==> config.mk <==
export PLATFORM = sky130hd
export DESIGN_NAME = program_stream_pes_packetizer_core
export DESIGN_NICKNAME = d
export VERILOG_FILES = /design/src/rtl/pspp_pkg.sv /design/src/rtl/pspp_front.sv /design/src/rtl/pspp_job_fifo.sv /design/src/rtl/pspp_back.sv /design/src/rtl/program_stream_pes_packetizer_core.sv
export SDC_FILE = /design/constraint.sdc
export NUM_CORES = 1
export LEC_CHECK = 0
export BUFFER_PORTS_ARGS = -buffer_cell sky130_fd_sc_hd__buf_2
export CORE_MARGIN = 4
export CORE_UTILIZATION = 63
export CTS_CLUSTER_SIZE = 30
export DETAILED_ROUTE_END_ITERATION = 7
export PLACE_DENSITY_LB_ADDON = 0.25
export SLEW_MARGIN = 20
export SYNTH_ARGS = -nofsm -noshare
export SYNTH_HDL_FRONTEND = slang
export SYNTH_SLANG_ARGS = --single-unit
==> constraint.sdc <==
create_clock -name clk_i -period 15.4 [get_ports clk_i]
set_clock_uncertainty 0.1 [all_clocks]
set_input_delay 0.77 -clock clk_i [delete_from_list [all_inputs] [get_ports clk_i]]
set_output_delay 0.77 -clock clk_i [all_outputs]
set_load 0.02 [all_outputs]
==> src/rtl/pspp_pkg.sv <==
// Shared types, constants and defaults of the program stream PES packetizer.
`default_nettype none
package pspp_pkg;

  localparam int unsigned LENGTH_BITS_DEF = 24;
  localparam int unsigned JOB_DEPTH_DEF = 2;

  localparam int unsigned CFG_IDX_W = 1;
  localparam int unsigned CFG_DATA_W = 22;
  localparam int unsigned MUX_RATE_W = 22;
  localparam int unsigned PTS_DELAY_W = 20;
  localparam int unsigned TIME_W = 33;
  localparam int unsigned PAYLOAD_LEN_W = 24;

  localparam logic [MUX_RATE_W-1:0] MUX_RATE_RST = 22'd2621;
  localparam logic [PTS_DELAY_W-1:0] PTS_DELAY_RST = 20'd27000;

  localparam int unsigned PES_MAX = 65535;
  localparam int unsigned PES_HDR_SHORT = 9;
  localparam int unsigned PES_HDR_LONG = 14;
  localparam int unsigned PES_LEN_OFS = 6;

  typedef enum logic [CFG_IDX_W-1:0] {
    REG_MUX_RATE  = 1'b0,
    REG_PTS_DELAY = 1'b1
  } cfg_reg_e;

  typedef enum logic [1:0] {
    HDR_NONE = 2'd0,
    HDR_PES  = 2'd1,
    HDR_PACK = 2'd2
  } hdr_e;

  typedef struct packed {
    hdr_e              hdr;
    logic              has_data;
    logic [7:0]        stream;
    logic [15:0]       len_field;
    logic [TIME_W-1:0] scr;
    logic [TIME_W-1:0] pts;
    logic [7:0]        data;
  } job_t;

endpackage
`default_nettype wire

==> src/rtl/pspp_front.sv <==
// Front end: accepts items, tracks packet state and turns each item into a job.
`default_nettype none
module pspp_front #(
  parameter int unsigned LENGTH_BITS = pspp_pkg::LENGTH_BITS_DEF
) (
  input  wire logic                                 clk_i,
  input  wire logic                                 rst_ni,
  input  wire logic                                 accept_i,
  input  wire logic                                 command_i,
  input  wire logic [7:0]                           stream_id_i,
  input  wire logic [pspp_pkg::PAYLOAD_LEN_W-1:0]   payload_length_i,
  input  wire logic                                 has_time_i,
  input  wire logic [pspp_pkg::TIME_W-1:0]          time_ticks_i,
  input  wire logic [7:0]                           payload_byte_i,
  input  wire logic [pspp_pkg::PTS_DELAY_W-1:0]     pts_delay_i,
  output pspp_pkg::job_t                            job_o,
  output logic                                      job_push_o
);

  localparam logic [LENGTH_BITS-1:0] CapLong =
      LENGTH_BITS'(pspp_pkg::PES_MAX - pspp_pkg::PES_HDR_LONG);
  localparam logic [LENGTH_BITS-1:0] CapShort =
      LENGTH_BITS'(pspp_pkg::PES_MAX - pspp_pkg::PES_HDR_SHORT);
  localparam logic [15:0] CapLongShare = 16'(pspp_pkg::PES_MAX - pspp_pkg::PES_HDR_LONG);
  localparam logic [15:0] CapShortShare = 16'(pspp_pkg::PES_MAX - pspp_pkg::PES_HDR_SHORT);
  localparam logic [15:0] CapLenField = 16'(pspp_pkg::PES_MAX - pspp_pkg::PES_LEN_OFS);
  localparam logic [15:0] AddLong = 16'(pspp_pkg::PES_HDR_LONG - pspp_pkg::PES_LEN_OFS);
  localparam logic [15:0] AddShort = 16'(pspp_pkg::PES_HDR_SHORT - pspp_pkg::PES_LEN_OFS);

  logic [LENGTH_BITS-1:0] br_q, br_d;
  logic [15:0]            pbl_q, pbl_d;
  logic [7:0]             stream_q, stream_d;

  logic [LENGTH_BITS-1:0] br_in;
  logic                   cap_long, cap_short, cap_cont;

  assign br_in     = LENGTH_BITS'(payload_length_i);
  assign cap_long  = br_in > CapLong;
  assign cap_short = br_in > CapShort;
  assign cap_cont  = br_q > CapShort;

  always_comb begin
    br_d       = br_q;
    pbl_d      = pbl_q;
    stream_d   = stream_q;
    job_push_o = 1'b0;
    job_o.hdr       = pspp_pkg::HDR_NONE;
    job_o.has_data  = 1'b0;
    job_o.stream    = stream_q;
    job_o.len_field = '0;
    job_o.scr       = time_ticks_i;
    job_o.pts       = time_ticks_i + pspp_pkg::TIME_W'(pts_delay_i);
    job_o.data      = payload_byte_i;
    if (accept_i) begin
      if (!command_i) begin
        job_push_o   = 1'b1;
        stream_d     = stream_id_i;
        br_d         = br_in;
        job_o.stream = stream_id_i;
        if (has_time_i) begin
          job_o.hdr       = pspp_pkg::HDR_PACK;
          job_o.len_field = cap_long ? CapLenField : br_in[15:0] + AddLong;
          pbl_d           = cap_long ? CapLongShare : br_in[15:0];
        end else begin
          job_o.hdr       = pspp_pkg::HDR_PES;
          job_o.len_field = cap_short ? CapLenField : br_in[15:0] + AddShort;
          pbl_d           = cap_short ? CapShortShare : br_in[15:0];
        end
      end else if (br_q != '0) begin
        job_push_o     = 1'b1;
        job_o.has_data = 1'b1;
        br_d           = br_q - LENGTH_BITS'(1);
        if (pbl_q == '0) begin
          job_o.hdr       = pspp_pkg::HDR_PES;
          job_o.len_field = cap_cont ? CapLenField : br_q[15:0] + AddShort;
          pbl_d           = (cap_cont ? CapShortShare : br_q[15:0]) - 16'd1;
        end else begin
          pbl_d = pbl_q - 16'd1;
        end
      end
    end
  end

  always_ff @(posedge clk_i or negedge rst_ni) begin
    if (!rst_ni) begin
      br_q     <= '0;
      pbl_q    <= '0;
      stream_q <= '0;
    end else begin
      br_q     <= br_d;
      pbl_q    <= pbl_d;
      stream_q <= stream_d;
    end
  end

  // The share still owed to the open packet never exceeds the payload still expected.
  assert property (@(posedge clk_i) disable iff (!rst_ni)
    LENGTH_BITS'(pbl_q) <= br_q)
    else $error("packet share exceeds remaining payload");

endmodule
`default_nettype wire

==> src/rtl/pspp_job_fifo.sv <==
// Short job queue between the front end and the byte serializer.
`default_nettype none
module pspp_job_fifo #(
  parameter int unsigned DEPTH = pspp_pkg::JOB_DEPTH_DEF
) (
  input  wire logic           clk_i,
  input  wire logic           rst_ni,
  input  wire logic           wr_i,
  input  wire pspp_pkg::job_t wr_job_i,
  input  wire logic           rd_i,
  output pspp_pkg::job_t      rd_job_o,
  output logic                full_o,
  output logic                valid_o
);

  localparam int unsigned PtrW = (DEPTH > 1) ? $clog2(DEPTH) : 1;
  localparam int unsigned CntW = $clog2(DEPTH + 1);
  localparam logic [PtrW-1:0] PtrLast = PtrW'(DEPTH - 1);
  localparam logic [CntW-1:0] CntFull = CntW'(DEPTH);

  pspp_pkg::job_t        mem_q [DEPTH];
  logic [PtrW-1:0]       wr_ptr_q, rd_ptr_q;
  logic [CntW-1:0]       cnt_q;

  assign full_o   = cnt_q == CntFull;
  assign valid_o  = cnt_q != '0;
  assign rd_job_o = mem_q[rd_ptr_q];

  always_ff @(posedge clk_i) begin
    if (wr_i) begin
      mem_q[wr_ptr_q] <= wr_job_i;
    end
  end

  always_ff @(posedge clk_i or negedge rst_ni) begin
    if (!rst_ni) begin
      wr_ptr_q <= '0;
      rd_ptr_q <= '0;
      cnt_q    <= '0;
    end else begin
      if (wr_i) begin
        wr_ptr_q <= (wr_ptr_q == PtrLast) ? '0 : wr_ptr_q + PtrW'(1);
      end
      if (rd_i) begin
        rd_ptr_q <= (rd_ptr_q == PtrLast) ? '0 : rd_ptr_q + PtrW'(1);
      end
      if (wr_i && !rd_i) begin
        cnt_q <= cnt_q + CntW'(1);
      end else if (rd_i && !wr_i) begin
        cnt_q <= cnt_q - CntW'(1);
      end
    end
  end

  assert property (@(posedge clk_i) disable iff (!rst_ni) !(wr_i && full_o))
    else $error("job queue overflow");
  assert property (@(posedge clk_i) disable iff (!rst_ni) !(rd_i && !valid_o))
    else $error("job queue underflow");

endmodule
`default_nettype wire

==> src/rtl/pspp_back.sv <==
// Back end: expands jobs into header and payload bytes behind an output register.
`default_nettype none
module pspp_back (
  input  wire logic                               clk_i,
  input  wire logic                               rst_ni,
  input  wire pspp_pkg::job_t                     job_i,
  input  wire logic                               job_valid_i,
  output logic                                    job_pop_o,
  input  wire logic [pspp_pkg::MUX_RATE_W-1:0]    mux_rate_i,
  input  wire logic                               pop_i,
  output logic                                    empty_o,
  output logic [7:0]                              out_byte_o,
  output logic                                    is_header_o,
  output logic                                    last_o
);

  localparam logic [4:0] PackLen = 5'd14;

  function automatic logic [7:0] pack_byte(input logic [3:0] idx,
                                           input logic [pspp_pkg::TIME_W-1:0] scr,
                                           input logic [pspp_pkg::MUX_RATE_W-1:0] rate);
    logic [7:0] b;
    case (idx)
      4'd0:    b = 8'h00;
      4'd1:    b = 8'h00;
      4'd2:    b = 8'h01;
      4'd3:    b = 8'hBA;
      4'd4:    b = {2'b01, scr[32:30], 1'b1, scr[29:28]};
      4'd5:    b = scr[27:20];
      4'd6:    b = {scr[19:15], 1'b1, scr[14:13]};
      4'd7:    b = scr[12:5];
      4'd8:    b = {scr[4:0], 3'b100};
      4'd9:    b = 8'h01;
      4'd10:   b = rate[21:14];
      4'd11:   b = rate[13:6];
      4'd12:   b = {rate[5:0], 2'b11};
      4'd13:   b = 8'hF8;
      default: b = 8'h00;
    endcase
    return b;
  endfunction

  function automatic logic [7:0] pes_byte(input logic [3:0] idx, input logic timed,
                                          input pspp_pkg::job_t job);
    logic [7:0] b;
    case (idx)
      4'd0:    b = 8'h00;
      4'd1:    b = 8'h00;
      4'd2:    b = 8'h01;
      4'd3:    b = job.stream;
      4'd4:    b = job.len_field[15:8];
      4'd5:    b = job.len_field[7:0];
      4'd6:    b = 8'h80;
      4'd7:    b = timed ? 8'h80 : 8'h00;
      4'd8:    b = timed ? 8'h05 : 8'h00;
      4'd9:    b = {4'b0010, job.pts[32:30], 1'b1};
      4'd10:   b = job.pts[29:22];
      4'd11:   b = {job.pts[21:15], 1'b1};
      4'd12:   b = job.pts[14:7];
      4'd13:   b = {job.pts[6:0], 1'b1};
      default: b = 8'h00;
    endcase
    return b;
  endfunction

  logic [4:0] idx_q, idx_d;
  logic       out_valid_q, out_valid_d;
  logic [7:0] out_byte_q, out_byte_d;
  logic       is_header_q, is_header_d;
  logic       last_q, last_d;

  logic [4:0] hdr_len, job_len, pes_idx;
  logic       advance, load, last_s;

  always_comb begin
    case (job_i.hdr)
      pspp_pkg::HDR_PES:  hdr_len = 5'(pspp_pkg::PES_HDR_SHORT);
      pspp_pkg::HDR_PACK: hdr_len = 5'(pspp_pkg::PES_HDR_LONG) + PackLen;
      default:            hdr_len = 5'd0;
    endcase
  end

  assign job_len   = hdr_len + 5'(job_i.has_data);
  assign advance   = !out_valid_q || pop_i;
  assign load      = advance && job_valid_i;
  assign last_s    = idx_q == job_len - 5'd1;
  assign job_pop_o = load && last_s;
  assign pes_idx   = (job_i.hdr == pspp_pkg::HDR_PACK) ? idx_q - PackLen : idx_q;

  always_comb begin
    idx_d       = idx_q;
    out_valid_d = out_valid_q;
    out_byte_d  = out_byte_q;
    is_header_d = is_header_q;
    last_d      = last_q;
    if (advance) begin
      out_valid_d = job_valid_i;
    end
    if (load) begin
      idx_d       = last_s ? 5'd0 : idx_q + 5'd1;
      last_d      = last_s;
      is_header_d = idx_q < hdr_len;
      if (idx_q >= hdr_len) begin
        out_byte_d = job_i.data;
      end else if (job_i.hdr == pspp_pkg::HDR_PACK && idx_q < PackLen) begin
        out_byte_d = pack_byte(idx_q[3:0], job_i.scr, mux_rate_i);
      end else begin
        out_byte_d = pes_byte(pes_idx[3:0], job_i.hdr == pspp_pkg::HDR_PACK, job_i);
      end
    end
  end

  always_ff @(posedge clk_i or negedge rst_ni) begin
    if (!rst_ni) begin
      idx_q       <= '0;
      out_valid_q <= 1'b0;
    end else begin
      idx_q       <= idx_d;
      out_valid_q <= out_valid_d;
    end
  end

  always_ff @(posedge clk_i) begin
    out_byte_q  <= out_byte_d;
    is_header_q <= is_header_d;
    last_q      <= last_d;
  end

  assign empty_o     = !out_valid_q;
  assign out_byte_o  = out_byte_q;
  assign is_header_o = is_header_q;
  assign last_o      = last_q;

  assert property (@(posedge clk_i) disable iff (!rst_ni)
    job_valid_i |-> idx_q < job_len)
    else $error("byte position beyond the end of the job");
  assert property (@(posedge clk_i) disable iff (!rst_ni)
    job_pop_o |=> idx_q == 5'd0)
    else $error("byte position not rewound after a finished job");

endmodule
`default_nettype wire

==> src/rtl/program_stream_pes_packetizer_core.sv <==
// Top level of the MPEG-2 program stream PES packetizer.
// Input items arrive on a queue-like port: an item transfers at a rising edge with push
// high and full low. A start item (command 0) emits a 14-byte pack header and a 14-byte
// PES header with PTS when has_time is set, else a 9-byte PES header. Payload items
// (command 1) pass one byte each; a 9-byte continuation PES header precedes the byte
// that opens a new packet once the previous packet's 65535-byte limit is used up.
// Result bytes leave on a second queue-like port: the oldest byte is shown while empty
// is low and transfers at a rising edge with pop high. Last marks the final byte of an
// item, is_header marks header bytes.
// Items pass the job queue and then the output register. The serializer emits one byte
// per cycle unless stalled, so payload items sustain one per cycle and a start item
// holds it for 9 or 28 header bytes; a queue of JOB_DEPTH jobs lets input continue
// through an output stall, after which full rises and holds input. Reset restores mux
// rate 2621 and PTS delay 27000 and closes any open payload. Configuration writes take
// effect at the next edge and are made while idle by the user; the block does not check.
`default_nettype none
module program_stream_pes_packetizer_core #(
  parameter int unsigned LENGTH_BITS = pspp_pkg::LENGTH_BITS_DEF,
  parameter int unsigned JOB_DEPTH   = pspp_pkg::JOB_DEPTH_DEF
) (
  input  wire logic                                clk_i,
  input  wire logic                                rst_ni,
  input  wire logic                                cfg_we_i,
  input  wire logic [pspp_pkg::CFG_IDX_W-1:0]      cfg_idx_i,
  input  wire logic [pspp_pkg::CFG_DATA_W-1:0]     cfg_data_i,
  input  wire logic                                push,
  output logic                                     full,
  input  wire logic                                command_i,
  input  wire logic [7:0]                          stream_id_i,
  input  wire logic [pspp_pkg::PAYLOAD_LEN_W-1:0]  payload_length_i,
  input  wire logic                                has_time_i,
  input  wire logic [pspp_pkg::TIME_W-1:0]         time_ticks_i,
  input  wire logic [7:0]                          payload_byte_i,
  output logic                                     empty,
  input  wire logic                                pop,
  output logic [7:0]                               out_byte_o,
  output logic                                     is_header_o,
  output logic                                     last_o
);

  logic [pspp_pkg::MUX_RATE_W-1:0]  mux_rate_q;
  logic [pspp_pkg::PTS_DELAY_W-1:0] pts_delay_q;

  always_ff @(posedge clk_i or negedge rst_ni) begin
    if (!rst_ni) begin
      mux_rate_q  <= pspp_pkg::MUX_RATE_RST;
      pts_delay_q <= pspp_pkg::PTS_DELAY_RST;
    end else if (cfg_we_i) begin
      case (pspp_pkg::cfg_reg_e'(cfg_idx_i))
        pspp_pkg::REG_MUX_RATE:  mux_rate_q  <= cfg_data_i[pspp_pkg::MUX_RATE_W-1:0];
        pspp_pkg::REG_PTS_DELAY: pts_delay_q <= cfg_data_i[pspp_pkg::PTS_DELAY_W-1:0];
        default: ;
      endcase
    end
  end

  pspp_pkg::job_t front_job, fifo_job;
  logic           front_push, fifo_pop, fifo_valid, fifo_full;

  pspp_front #(
    .LENGTH_BITS(LENGTH_BITS)
  ) u_front (
    .clk_i           (clk_i),
    .rst_ni          (rst_ni),
    .accept_i        (push && !fifo_full),
    .command_i       (command_i),
    .stream_id_i     (stream_id_i),
    .payload_length_i(payload_length_i),
    .has_time_i      (has_time_i),
    .time_ticks_i    (time_ticks_i),
    .payload_byte_i  (payload_byte_i),
    .pts_delay_i     (pts_delay_q),
    .job_o           (front_job),
    .job_push_o      (front_push)
  );

  pspp_job_fifo #(
    .DEPTH(JOB_DEPTH)
  ) u_fifo (
    .clk_i   (clk_i),
    .rst_ni  (rst_ni),
    .wr_i    (front_push),
    .wr_job_i(front_job),
    .rd_i    (fifo_pop),
    .rd_job_o(fifo_job),
    .full_o  (fifo_full),
    .valid_o (fifo_valid)
  );

  pspp_back u_back (
    .clk_i      (clk_i),
    .rst_ni     (rst_ni),
    .job_i      (fifo_job),
    .job_valid_i(fifo_valid),
    .job_pop_o  (fifo_pop),
    .mux_rate_i (mux_rate_q),
    .pop_i      (pop),
    .empty_o    (empty),
    .out_byte_o (out_byte_o),
    .is_header_o(is_header_o),
    .last_o     (last_o)
  );

  assign full = fifo_full;

endmodule
`default_nettype wire

==> metrics.txt <==
status finished clean; Clock Path Buffers 3; Tcrit/Tclk final 32.72%; Synth Instances 1434; share of cells above drive strength 1 18.29%; Primary FF master, synth edfxtp_1; Final min period 5039 ps; P per Cell Area 185.9 nW/µm²; Finished Core Util 71.83%; # port buffers 114; row count 58; number of hold violations in the final report 0; final setup violation count 0; DRT iter0 DRCs 1380; grt ovf 0; GP Congestion 0.9683; Cells after DPL 1813; Synth async-reset ratio 32.05%; Max FO, Critical Path 48; Distinct cells, synth 82; post-route ant nets 0; CP most frequent cell o31a_1; syn_nets 1579; CTS sink count 312; clk_lat worst skew 570 ps; post-route DRC violation count 0; non-filler cells, final 1872; CP startpoint kind flip-flop; area taken by multi-input logic gates 6982 µm²; hold_ws 36.51 ps; Die Y 168.8 µm; CTS tree yes; largest net degree at the start of global routing 78; commonest non-fill, non-tap cell in the layout edfxtp_1; Slew HR 24.30%; critical path capture point type flip-flop; highest-count cells in the layout ignoring fill and taps 212 x edfxtp_1, 124 x nand2_1, 113 x buf_2, 105 x nor2_1, 93 x o21ai_0; die width 168.8 µm; area delta synth->final 11.70%; Total GRT Usage 30.89%; # nets final 1662; detailed placer's ending HPWL 32.14 mm; Synth area leaders edfxtp_1 39%, dfrtp_1 13%, mux2_2 4.1%, mux2i_1 3.5%, ha_1 3.1%; Setup TNS 0 ps; fill count 1790; PostCTS Resize Cnt 0; worst endpoint data arrival time 5260 ps; Num CTS Buffers 31; Leakage Power 6.856 nW; Post-synth EDFFs 212; WL/cell 23.86 µm; First-pass DRT Iterations 6; f_max 198.5 MHz; # IOs 115; Seq/Total Area, Yosys 54.57%; Worst Tran Pin Value 1131 ps; number of max-cap violations 0; post-synthesis average cell area 11.36 µm²; first-pass GRT wire length 68.93 mm; clock root buffer clkbuf_16; Hold Buf Count CTS 0; Die ar. 28490 µm²; Final Max Slew Viols 0; Post-Route WL 44.67 mm; vias per cell 6.593; Synth area leader edfxtp_1; initial antenna violation count 0; register area 8891 µm²; slowest stage delay, CP 840 ps; vias 12343; Slowest cell on crit path dfrtp_4; number of global-route vias before repair 12022; yosys warns 0; diodes inserted 0; Core Footprint 25330 µm²; Initial Util 64.31%; number of synthesized register bits 312; Worst EP required 15620 ps; Pwr Total 0.003383 W; Reg clk slew, reported paths 60 ps; cell chain of the critical path buf_4 -> mux2i_1 -> ha_1 -> nand2_1 -> xnor2_1 -> nor2_1 -> a221oi_1 -> a21oi_1 -> o31a_1 -> o31a_1; top-area cell type share of the netlist area 39.09%; H-tree Lvls 1; Peak supply drop 141.4 µV; RSZ-0062 raised after global routing no; Synth Cell Area 16290 µm²; critical path type flip-flop to flip-flop; worst hold path class primary input to asynchronous set/reset pin; post-CTS setup buffer count 0
==> power breakdown <==
| group | total [W] | internal [W] | switching (W) |
|---|---|---|---|
| Sequential | 0.00141 | 0.00120 | 0.000212 |
| Clock | 0.000820 | 0.000496 | 0.000325 |
| Combinational | 0.00115 | 0.000435 | 0.000718 |
==> worst max-delay path, delay by kind of cell (launching register included) <==
kind                     cells  cell delay [ps]
buffers and inverters        1              700
flip-flops                   1              840
AO/OA/AOI/OAI                4             1010
XOR/XNOR                     1              740
adder cells (fa/ha/maj)      1              450
multiplexers                 1              340
AND/OR/NAND/NOR              2              500
==> flip-flops by register name, summed over array words and instances (netlist names), 2 cells and up <==
name	count
mux_rate_q	22
u_front.br_q	24
u_back.out_byte_o	8
u_back.idx_q	5
u_fifo.cnt_q	2
u_fifo.mem_q	202
u_front.pbl_q	16
pts_delay_q	20
u_front.stream_q	8
==> path summary, 6_finish.rpt <==
path	slack (ps)	to	startpoint	depth (start not counted)
worst max register to register	10360	u_back.out_byte_o[2]	u_fifo.rd_ptr_q	10
max in group asynchronous	13880	mux_rate_q[12]	rst_ni	2
min in group clk_i	290	u_fifo.mem_q[1][5]	payload_byte_i[5]	1
worst max-delay path	10360	u_back.out_byte_o[2]	u_fifo.rd_ptr_q	10
worst min-delay path	40	u_front.br_q[22]	rst_ni	1
worst min register to register	400	u_front.stream_q[3]	u_front.stream_q[3]	2
==> per-layer routing <==
| metal | routed length, µm | part of all wire (%) | global-route usage [%] | vias to the layer above |
|---|---|---|---|---|
| met4 | 1496 | 3.3 | 9.351 | 0 |
| met3 | 4434 | 9.9 | 6.632 | 108 |
| met1 | 18210 | 41 | 43.73 | 5946 |
| met5 | 0 | 0 | 0 | - |
| met2 | 20530 | 46 | 48.62 | 685 |
| li1 | - | - | - | 5604 |
==> metrics by stage <==
step / area, µm² / setup slack, ps
global route: 18190 / 10030
global placement: 17040 / 10570
detailed placement: 17040 / 10450
CTS: 18180 / 10440
finish: 18190 / 10360
floorplan: 16290 / 8689
==> kinds of logic (layout without fill, tap and decap cells) <==
logic type      count (synthesis)  after routing  synth area share, %
fa+ha+maj                      42             42                3.273
compound gates                375            375                14.97
flops                         312            312                54.57
buf+inv                       107            215                2.727
xor+xnor                       67             67                3.603
mux                           125            125                8.758
simple gates                  406            406                12.11
==> cell type report <==
class                           count  share of cell area (%)
Clock buffer                       42                   5.165
Sequential cell                   312                   48.87
Tap cell                          330                   2.270
Multi-Input combinational cell   1015                   38.38
Inverter                           34                  0.7015
Clock inverter                     16                   1.107
Timing Repair Buffer              123                   3.508
==> synth_stat cells, types with 12 or more instances <==
master	instances
edfxtp_1	212
nand2_1	125
nor2_1	107
o21ai_0	93
dfrtp_1	85
a21oi_1	82
mux2_2	60
mux2i_1	57
clkbuf_1	50
xnor2_1	46
ha_1	41
o22ai_1	33
inv_1	30
nand3_1	30
nor3_1	29
a221oi_1	25
xor2_1	21
a21o_1	18
and2_1	16
o211ai_1	16
dfstp_2	15
nor2b_1	14
a211oi_1	13
a22oi_1	13
and3_1	13
buf_2	13
or3_1	12
Power figures use the tool's default switching activity.
